File: config.mk
export PLATFORM = sky130hd
export DESIGN_NAME = bfsa_ctrl
export DESIGN_NICKNAME = d
export VERILOG_FILES = /design/src/sv/bfsa_pkg.sv /design/src/sv/bfsa_ctrl.sv
export SDC_FILE = /design/constraint.sdc
export NUM_CORES = 1
export LEC_CHECK = 0
export ABC_AREA = 1
export BUFFER_PORTS_ARGS = -buffer_cell sky130_fd_sc_hd__buf_2
export CAP_MARGIN = 20
export CORE_AREA = 2 2 39 41
export CTS_BUF_LIST = sky130_fd_sc_hd__clkbuf_16
export DETAILED_ROUTE_END_ITERATION = 12
export DIE_AREA = 0 0 41 43
export GPL_TIMING_DRIVEN = 0
export SLEW_MARGIN = 20
export SYNTH_ARGS = -nofsm -noshare
export SYNTH_HDL_FRONTEND = slang
export SYNTH_SLANG_ARGS = --single-unit
File: constraint.sdc
create_clock -name clk -period 1.25 [get_ports clk]
set_clock_uncertainty 0.05 [all_clocks]
set_input_delay 0.25 -clock clk [delete_from_list [all_inputs] [get_ports clk]]
set_output_delay 0.25 -clock clk [all_outputs]
set_load 0.005 [all_outputs]
File: src/sv/bfsa_pkg.sv
// ---------------------------------------------------------------------------
// Best-fit segment allocator package
// Shared opcodes, status codes and controller/datapath command and status.
// ---------------------------------------------------------------------------
package bfsa_pkg;

  localparam logic [1:0] OP_ALLOC = 2'd0;
  localparam logic [1:0] OP_FREE  = 2'd1;
  localparam logic [1:0] OP_INIT  = 2'd2;
  localparam logic [1:0] OP_NOP   = 2'd3;

  localparam logic [2:0] ST_OK      = 3'd0;
  localparam logic [2:0] ST_NOFIT   = 3'd1;
  localparam logic [2:0] ST_OVERLAP = 3'd2;
  localparam logic [2:0] ST_FULL    = 3'd3;
  localparam logic [2:0] ST_ZERO    = 3'd4;

  localparam logic [1:0] REG_START  = 2'd0;
  localparam logic [1:0] REG_LENGTH = 2'd1;
  localparam logic [1:0] REG_FAIL   = 2'd2;

  typedef struct packed {
    logic load;
    logic clear;
    logic scan_start;
    logic scan_step;
    logic scan_last;
    logic commit;
  } bfsa_cmd_t;

  typedef struct packed {
    logic       clear_done;
    logic       scan_done;
    logic [2:0] status;
  } bfsa_sts_t;

endpackage

File: src/sv/bfsa_ctrl.sv
// ---------------------------------------------------------------------------
// Best-fit segment allocator controller
// Sequences clearing, table scan, commit and result handover.
// ---------------------------------------------------------------------------
module bfsa_ctrl import bfsa_pkg::*; (
  input  logic      clk,
  input  logic      rst_n,
  input  logic      in_valid,
  output logic      in_ready,
  output logic      out_valid,
  input  logic      out_ready,
  input  logic      init_op,
  output bfsa_cmd_t cmd,
  input  bfsa_sts_t sts
);

  typedef enum logic [2:0] {S_CLEAR, S_IDLE, S_SCAN, S_FINAL, S_COMMIT, S_OUT} state_t;

  state_t state_r, state_nxt;
  logic   out_valid_r, out_valid_nxt;

  assign in_ready  = (state_r == S_IDLE) && !out_valid_r;
  assign out_valid = out_valid_r;

  always_comb begin
    state_nxt     = state_r;
    out_valid_nxt = out_valid_r && !out_ready;
    cmd           = '0;
    unique case (state_r)
      S_CLEAR: begin
        cmd.clear = 1'b1;
        if (sts.clear_done) state_nxt = S_IDLE;
      end
      S_IDLE: begin
        if (in_valid && in_ready) begin
          cmd.load = 1'b1;
          if (init_op) begin
            state_nxt = S_CLEAR;
            out_valid_nxt = 1'b1;
          end else begin
            cmd.scan_start = 1'b1;
            state_nxt = S_SCAN;
          end
        end
      end
      S_SCAN: begin
        cmd.scan_step = 1'b1;
        if (sts.scan_done) state_nxt = S_FINAL;
      end
      S_FINAL: begin
        cmd.scan_last = 1'b1;
        state_nxt = S_COMMIT;
      end
      S_COMMIT: begin
        cmd.commit = 1'b1;
        out_valid_nxt = 1'b1;
        state_nxt = S_IDLE;
      end
      default: state_nxt = S_IDLE;
    endcase
  end

  always_ff @(posedge clk) begin
    if (!rst_n) begin
      state_r     <= S_IDLE;
      out_valid_r <= 1'b0;
    end else begin
      state_r     <= state_nxt;
      out_valid_r <= out_valid_nxt;
    end
  end

endmodule

# After elaboration in Yosys (flattened, before gate mapping)
# Cells that the tools add are included.
# word_totals
inputBits	10
regBits	4
elab_cells	33
out_inout_bits	8
# op_classes
mux	17
reduce_logical	7
eq_ne	7
# ops
op	count
3-bit one-hot mux with 4 select lines	1
1-bit two-way mux	11
3-bit two-way mux	3
3-bit by 2-bit equality test with 1-bit output, second input constant	2
2-bit inequality test, second input constant	2
3-bit by 1-bit equality test with 1-bit output, second input constant	1
3-bit equality test, second input constant	1
1-bit logical AND	3
3-bit logical NOT	1
3-bit AND reduction	1
1-bit logical NOT	2
2-bit two-way mux	1
2-bit by 1-bit inequality test with 1-bit output, second input constant	1
1-bit one-hot mux with 2 select lines	1

# Longest topological paths before layout
# Gate-level depths: netlist of run 1.
# logic_depth
depth_word	5
mapped_depth	6
mapped_depth_nobuf	6

# Worst setup path after synthesis of run 1
# No wires, ideal clock.
# synth_path
kind	flip-flop to output port
from	register state_r[2]
to	output cmd[3] (netlist bit)
t_arrival_ps	797
stages_incl_launch_ff	6
path_buffers	0
setup_slack_ps	153
path_cell_list	dfxtp_1 -> inv_4 -> nand3_2 -> nor2_4 -> nand2_1 -> nor2_1
# synth_lines
item	line_no	source
start, declared	bfsa_ctrl.sv:19	state_t state_r, state_nxt;
start signal, assigned	bfsa_ctrl.sv:68	state_r <= state_nxt;
end, declared	bfsa_ctrl.sv:13	output bfsa_cmd_t cmd,

==> results by group, run 1 <==
Outcome
  – Status: finished with violations
  – Violated checks: negative setup slack

Drt
  – WL/cell: 8.29 µm
  – WL met2: 290 µm
  – Top layer in use: met3
  – Met1 WL: 298 µm
  – DRT Pass-1 Iters: 3
  – Routed via count: 314
  – Met3 routed WL: 48 µm
  – DRT iter0 DRCs: 9
  – Routed wire length: 638 µm
  – DRC viols: 0
  – Vias/cell: 4.08
  – ANT nets after route: 0

Timing
  – Slew Viols, Final: 0
  – Hold Slack: 0.240 ns
  – Setup ws final: -0.102 ns
  – Final Critical Period: 1.35 ns
  – Part of the cycle the worst path needs: 108%
  – Fmax: 0.740 GHz
  – Hold Fails Final Rpt: 0
  – Unrepaired setup endpoints after global routing: yes
  – Setup violators final: 5
  – Worst-Margin Slew: 0.220 ns
  – Setup_tns: -0.285 ns
  – Relative slew slack: 85.3%

Yosys
  – Netlist Area Pre-Place: 274 µm²
  – Commonest cells in the netlist: inv_1, nor2_1, dfxtp_1
  – Post-synth EDFFs: 0
  – Syn_nets: 49
  – Mux cell area share after synthesis: 0%
  – Post-Syn Instances: 39
  – Count leader, synth: inv_1
  – YS warnings: 0
  – Synth area leader: dfxtp_1
  – Synth top area share: 29.2%
  – Post-Synth Simple-Gate Area: 46.6%
  – XOR/XNOR Fraction of Synth Area: 0%
  – Adder-cell share of the synthesized area: 0%
  – Async SR Flop Fraction: 0%
  – Synth Flop Type: dfxtp_1
  – Sequential area share after synthesis: 29.2%
  – Post-synthesis compound-gate area fraction: 8.22%
  – Seq cells post-synth: 4
  – Synth top area cells: dfxtp_1, inv_1, nor2_1, nor2_4, nand3_2
  – Synthesized area per cell: 7.03 µm²
  – Largest family of logic cells by synthesized area: simple AND/OR/NAND/NOR gates
  – Post-synth cell types: 18

Worst setup path
  – Worst stage delay on the critical path: 0.34 ns
  – Nature of the critical path startpoint: register
  – Worst-path cell chain: inv_4 > nand3_4 > nor2_4 > nand2_2 > nor2_1 > buf_2
  – Critical Path RT: 0.95 ns
  – CP Capture Type: output port
  – Worst path arrival time: 1.05 ns
  – Worst-path fanout max: 3
  – Crit path kind: register to output port
  – Delay-heaviest family, CP: flip-flops
  – Crit path buffers/inverters: 2
  – CP max-delay cell: dfxtp_4

Global route
  – Largest net degree at the start of global routing: 6
  – First-pass GRT wire length: 1.10 mm
  – GRT Residual Overflow: 0
  – GRT Util Overall: 9.24%
  – Vias in the first global route: 302
  – Initial antenna violation count: 0

Power and ir drop
  – Final Total Pwr: 863 µW
  – Pleak: 0.274 nW
  – Worst vdd ir: 859 µV
  – PwrDens: 1710 nW/µm²

Die
  – Chip width: 41 µm
  – Die Y: 43 µm
  – Die Area: 1760 µm²
  – Row count: 14
  – # IOs: 18
  – Initial Utilization: 19.8%
  – Core area: 1380 µm²

Finish
  – Area delta synth->final: 84.0%
  – Fin nets: 73
  – Final core utilization: 36.4%
  – ANT cells: 0
  – Layout cell share with drive strength beyond 1: 62.3%
  – Layout fillers: 156

CTS
  – Clock Tree Root: clkbuf_16
  – CTS tree: yes
  – TritonCTS buffer count: 3
  – Htree depth: 1
  – Sink Count: 4
  – Worst-Skew Late Latency: 0.22 ns
  – Clk buf depth: 2
  – CTS clk-pin slew, worst paths: 0.03 ns

Hold path
  – Worst hold path type: primary input to register

Place
  – Detail Placement HPWL: 469 µm
  – Port bufs: 14
  – GPL Wtd Cong: 0.676

Flow run
  – MaxCap Viol Count: 0
## sequential cells by signal, indices dropped and copies added, names as in the netlist
signal,flops
out_valid,1
state_r,3
## worst min-delay path: cells and delay by family
family | cells | cell delay (ns)
buf+inv | 2 | 0.14
simple gates | 1 | 0.08
## through the flow
step	area, µm²	worst slack (ns)	std cells
6_report	504	-0.102	77
5_1_grt	504	-0.193	77
4_1_cts	494	-0.134	76
3_5_place_dp	364	0.0485	69
3_3_place_gp	364	0.0601	69
2_1_floorplan	274	0.153	39
## power breakdown
part	switching [mW]	internal [mW]	leakage, nW
combinational	0.107	0.107	0.203
sequential	0.0195	0.144	0.0338
clock	0.0773	0.408	0.0370
total	0.203	0.659	0.274
## cell usage in the layout (no fill, tap or decap), types with 2 or more instances in the layout
cell / n
inv_4: 2
buf_4: 4
inv_1: 8
dfxtp_2: 2
nor2_1: 6
nand4_1: 3
clkbuf_16: 3
nand2_2: 2
buf_2: 14
nand3_2: 2
nor2_4: 2
## logic make-up (layout without fill, tap and decap cells)
family	after synthesis	after routing
buf+inv	11	33
simple gates	21	21
flops	4	4
compound gates	3	3
## routing by layer
layer	up-vias	GRT usage, %
met2	13	12.2
met4	0	4.00
met5	-	0
met1	133	13.2
met3	0	3.14
li1	168	-
## layout make-up
type	count	area [µm²]	share of cell area [%]
Multi-Input combinational cell	24	165	32.8
Timing Repair Buffer	19	111	22.1
Sequential cell	4	86.3	17.1
Clock buffer	3	75.1	14.9
Inverter	11	46.3	9.18
Tap cell	16	20.0	3.97
## final timing paths
check | from | endpoint | slack, ns | cells past startpoint
setup reg to reg | state_r[1] | state_r[1] | 0.16 | 7
hold reg to reg | state_r[0] | state_r[2] | 0.48 | 2
hold / removal | rst_n | state_r[1] | 0.24 | 3
setup / recovery | state_r[1] | cmd[3] | -0.10 | 6
## repair_timing
item	4_1_cts	5_1_grt
pin swaps	3	1
resized for setup	8	1
endpoints found under the setup margin	5	7
cloned	0	0
hold buffers	0	0
buffers inserted	4	1
(Power assumes the default switching activity.)
==> inputs of run 2 (changes only) <==
TNS_END_PERCENT = 10   (was not set)
==> run 2 against run 1 <==
Compared with the run above: the run still ends with negative setup slack left; sequential share of layout area rose by 0.35 points; sequential cell count stayed put; maximum frequency about the same; power is 1.8% lower; die area did not move; critical path depth unchanged; final area shrank 2.0%; final cell count decreased by 1.3%; combinational power fell by 7%; register-to-register slack gained 0.04 ns; global-route usage unchanged; critical path type unchanged.
==> results by group, run 2 (synthesis results as in run 1) <==
Outcome
  – Status: finished with violations
  – Violated checks: negative setup slack

CTS
  – CTS tree: yes
  – TritonCTS buffer count: 3 (unchanged)
  – CTS clk-pin slew, worst paths: 0.03 ns (about the same)
  – Sink Count: 4 (unchanged)
  – Worst-Skew Late Latency: 0.22 ns (about the same)
  – Clock Tree Root: clkbuf_16
  – Htree depth: 1 (unchanged)
  – Clk buf depth: 2 (unchanged)

Worst setup path
  – Worst-path cell chain: inv_4 > nand3_4 > nor2_4 > nand2_1 > nor2_1 > buf_2
  – R2r setup slk: 0.20 ns (+0.04 ns)
  – Worst path arrival time: 1.05 ns (about the same)
  – Crit path buffers/inverters: 2 (unchanged)
  – Nature of the critical path startpoint: register
  – Crit path kind: register to output port
  – CP Capture Type: output port
  – Worst r2r src: state_r[2]
  – CP max-delay cell: dfxtp_4
  – Worst stage delay on the critical path: 0.34 ns (about the same)
  – RR Endpoint: state_r[0]
  – Critical Path RT: 0.95 ns (about the same)
  – Worst-path fanout max: 3 (unchanged)
  – Delay-heaviest family, CP: flip-flops
  – Worst-case reg-to-reg path depth: 7 (unchanged)

Drt
  – DRT iter0 DRCs: 1 (-8)
  – Routed via count: 306 (-2.5%)
  – DRC viols: 0 (unchanged)
  – Vias/cell: 4.03 (-1.3%)
  – WL/cell: 8.08 µm (-2.5%)
  – ANT nets after route: 0 (unchanged)
  – DRT Pass-1 Iters: 2 (-1)
  – Routed wire length: 614 µm (-3.8%)

Die
  – Core area: 1380 µm² (unchanged)
  – Initial Utilization: 19.8% (unchanged)
  – Chip width: 41 µm (unchanged)
  – # IOs: 18 (unchanged)
  – Die Area: 1760 µm² (unchanged)
  – Row count: 14 (unchanged)
  – Die Y: 43 µm (unchanged)

Global route
  – Largest net degree at the start of global routing: 6 (unchanged)
  – Initial antenna violation count: 0 (unchanged)
  – GRT Util Overall: 9.24% (unchanged)
  – First-pass GRT wire length: 1.10 mm (unchanged)
  – GRT Residual Overflow: 0 (unchanged)
  – Vias in the first global route: 298 (-1.3%)

Timing
  – Part of the cycle the worst path needs: 108% (about the same)
  – Worst-Margin Slew: 0.219 ns (-0.000684 ns)
  – Setup ws final: -0.101 ns (+0.000472 ns)
  – Fmax: 0.740 GHz (about the same)
  – Hold Slack: 0.242 ns (+0.00192 ns)
  – Relative slew slack: 85.4% (about the same)
  – Setup violators final: 5 (unchanged)
  – Setup_tns: -0.285 ns (+0.000613 ns)
  – Final Critical Period: 1.35 ns (-0.000472 ns)
  – Slew Viols, Final: 0 (unchanged)
  – Unrepaired setup endpoints after global routing: yes
  – Hold Fails Final Rpt: 0 (unchanged)

Place
  – Port bufs: 14 (unchanged)
  – Detail Placement HPWL: 469 µm (unchanged)
  – Placed Instances: 69 (unchanged)
  – GPL Wtd Cong: 0.676 (unchanged)

Finish
  – Multi-input logic area: 163 µm² (-1.5%)
  – ANT cells: 0 (unchanged)
  – Max FFs per register: 3 (unchanged)
  – Area delta synth->final: 80.4%
  – Fin cells: 76 (-1.3%)
  – Layout cell share with drive strength beyond 1: 60.0% (-2.3 points)
  – Fin nets: 72 (-1.4%)
  – Commonest non-fill, non-tap cell in the layout: buf_2
  – Register area: 86.3 µm² (unchanged)
  – Most frequent cells in the layout: buf_2, inv_1, nor2_1
  – Layout fillers: 155 (-0.64%)
  – Biggest register: state_r

Power and ir drop
  – PwrDens: 1710 nW/µm² (+0.22%)
  – Worst vdd ir: 861 µV (+0.17%)
  – Pleak: 0.268 nW (-1.9%)
  – Final Total Pwr: 847 µW (-1.8%)

Hold path
  – Worst hold path startpoint: rst_n
  – Hold Path Cell Cnt: 3 (unchanged)
  – Worst hold path type: primary input to register
  – Hold Crit Endpoint: state_r[1]

Flow run
  – MaxCap Viol Count: 0 (unchanged)
## run 2: changes by cell type in the layout (fill, tap and decap cells not counted)
cell,before,now
nand2_2,2,1
buf_4,4,3
nand2_1,1,2
## run 2: worst min-delay path, cell delays in order
cell     delay, ns
buf_2         0.11
nand4_1       0.08
inv_1         0.03
## run 2: through the flow
step                      area, µm²  util, %  setup slack, ns
after global routing            494     35.7           -0.191
after detailed placement        364     26.3           0.0485
after CTS                       494     35.7           -0.134
after floorplan                 274        -            0.153
after global placement          364     26.3           0.0601
final                           494     35.7           -0.101
## run 2: report_power, final
group / leakage [nW] / total [mW] / switching (mW) / internal [mW]
clock network: 0.0370 / 0.485 / 0.0777 / 0.408
logic: 0.197 / 0.198 / 0.101 / 0.0970
registers: 0.0338 / 0.164 / 0.0195 / 0.144
total: 0.268 / 0.847 / 0.198 / 0.649
## run 2: timing repair
item | in CTS | in global routing
gates resized for setup | 8 | 0
setup endpoints to repair | 5 | 7
setup buffers | 4 | 0
pin swaps | 3 | 1
hold buffers | 0 | 0
cloned | 0 | 0
## run 2: worst max-delay path by stage
stage / start / end / slack, ns / cells after the start
after global placement: state_r[2] / cmd[3] / 0.06 / 6
after detailed placement: state_r[2] / cmd[3] / 0.05 / 6
after floorplan: state_r[2] / cmd[3] / 0.15 / 5
after CTS: state_r[1] / cmd[3] / -0.13 / 6
final: state_r[1] / cmd[3] / -0.10 / 6
after global routing: state_r[2] / cmd[3] / -0.19 / 6
## run 2: area by class of cell
| cell class | count | area share, % |
|---|---|---|
| clock buffers | 3 | 15.2 |
| flip-flops and latches | 4 | 17.5 |
| inverters | 11 | 9.37 |
| multi-input cells | 24 | 32.9 |
| repair buffers | 18 | 21.0 |
| well taps | 16 | 4.05 |
## run 2: layer usage
metal / GRT usage [%] / up-vias / routed length, µm
met5: 0 / - / 0
met3: 3.14 / 0 / 45
met2: 12.2 / 11 / 265
li1: - / 167 / -
met1: 13.2 / 128 / 303
met4: 4.00 / 0 / 0
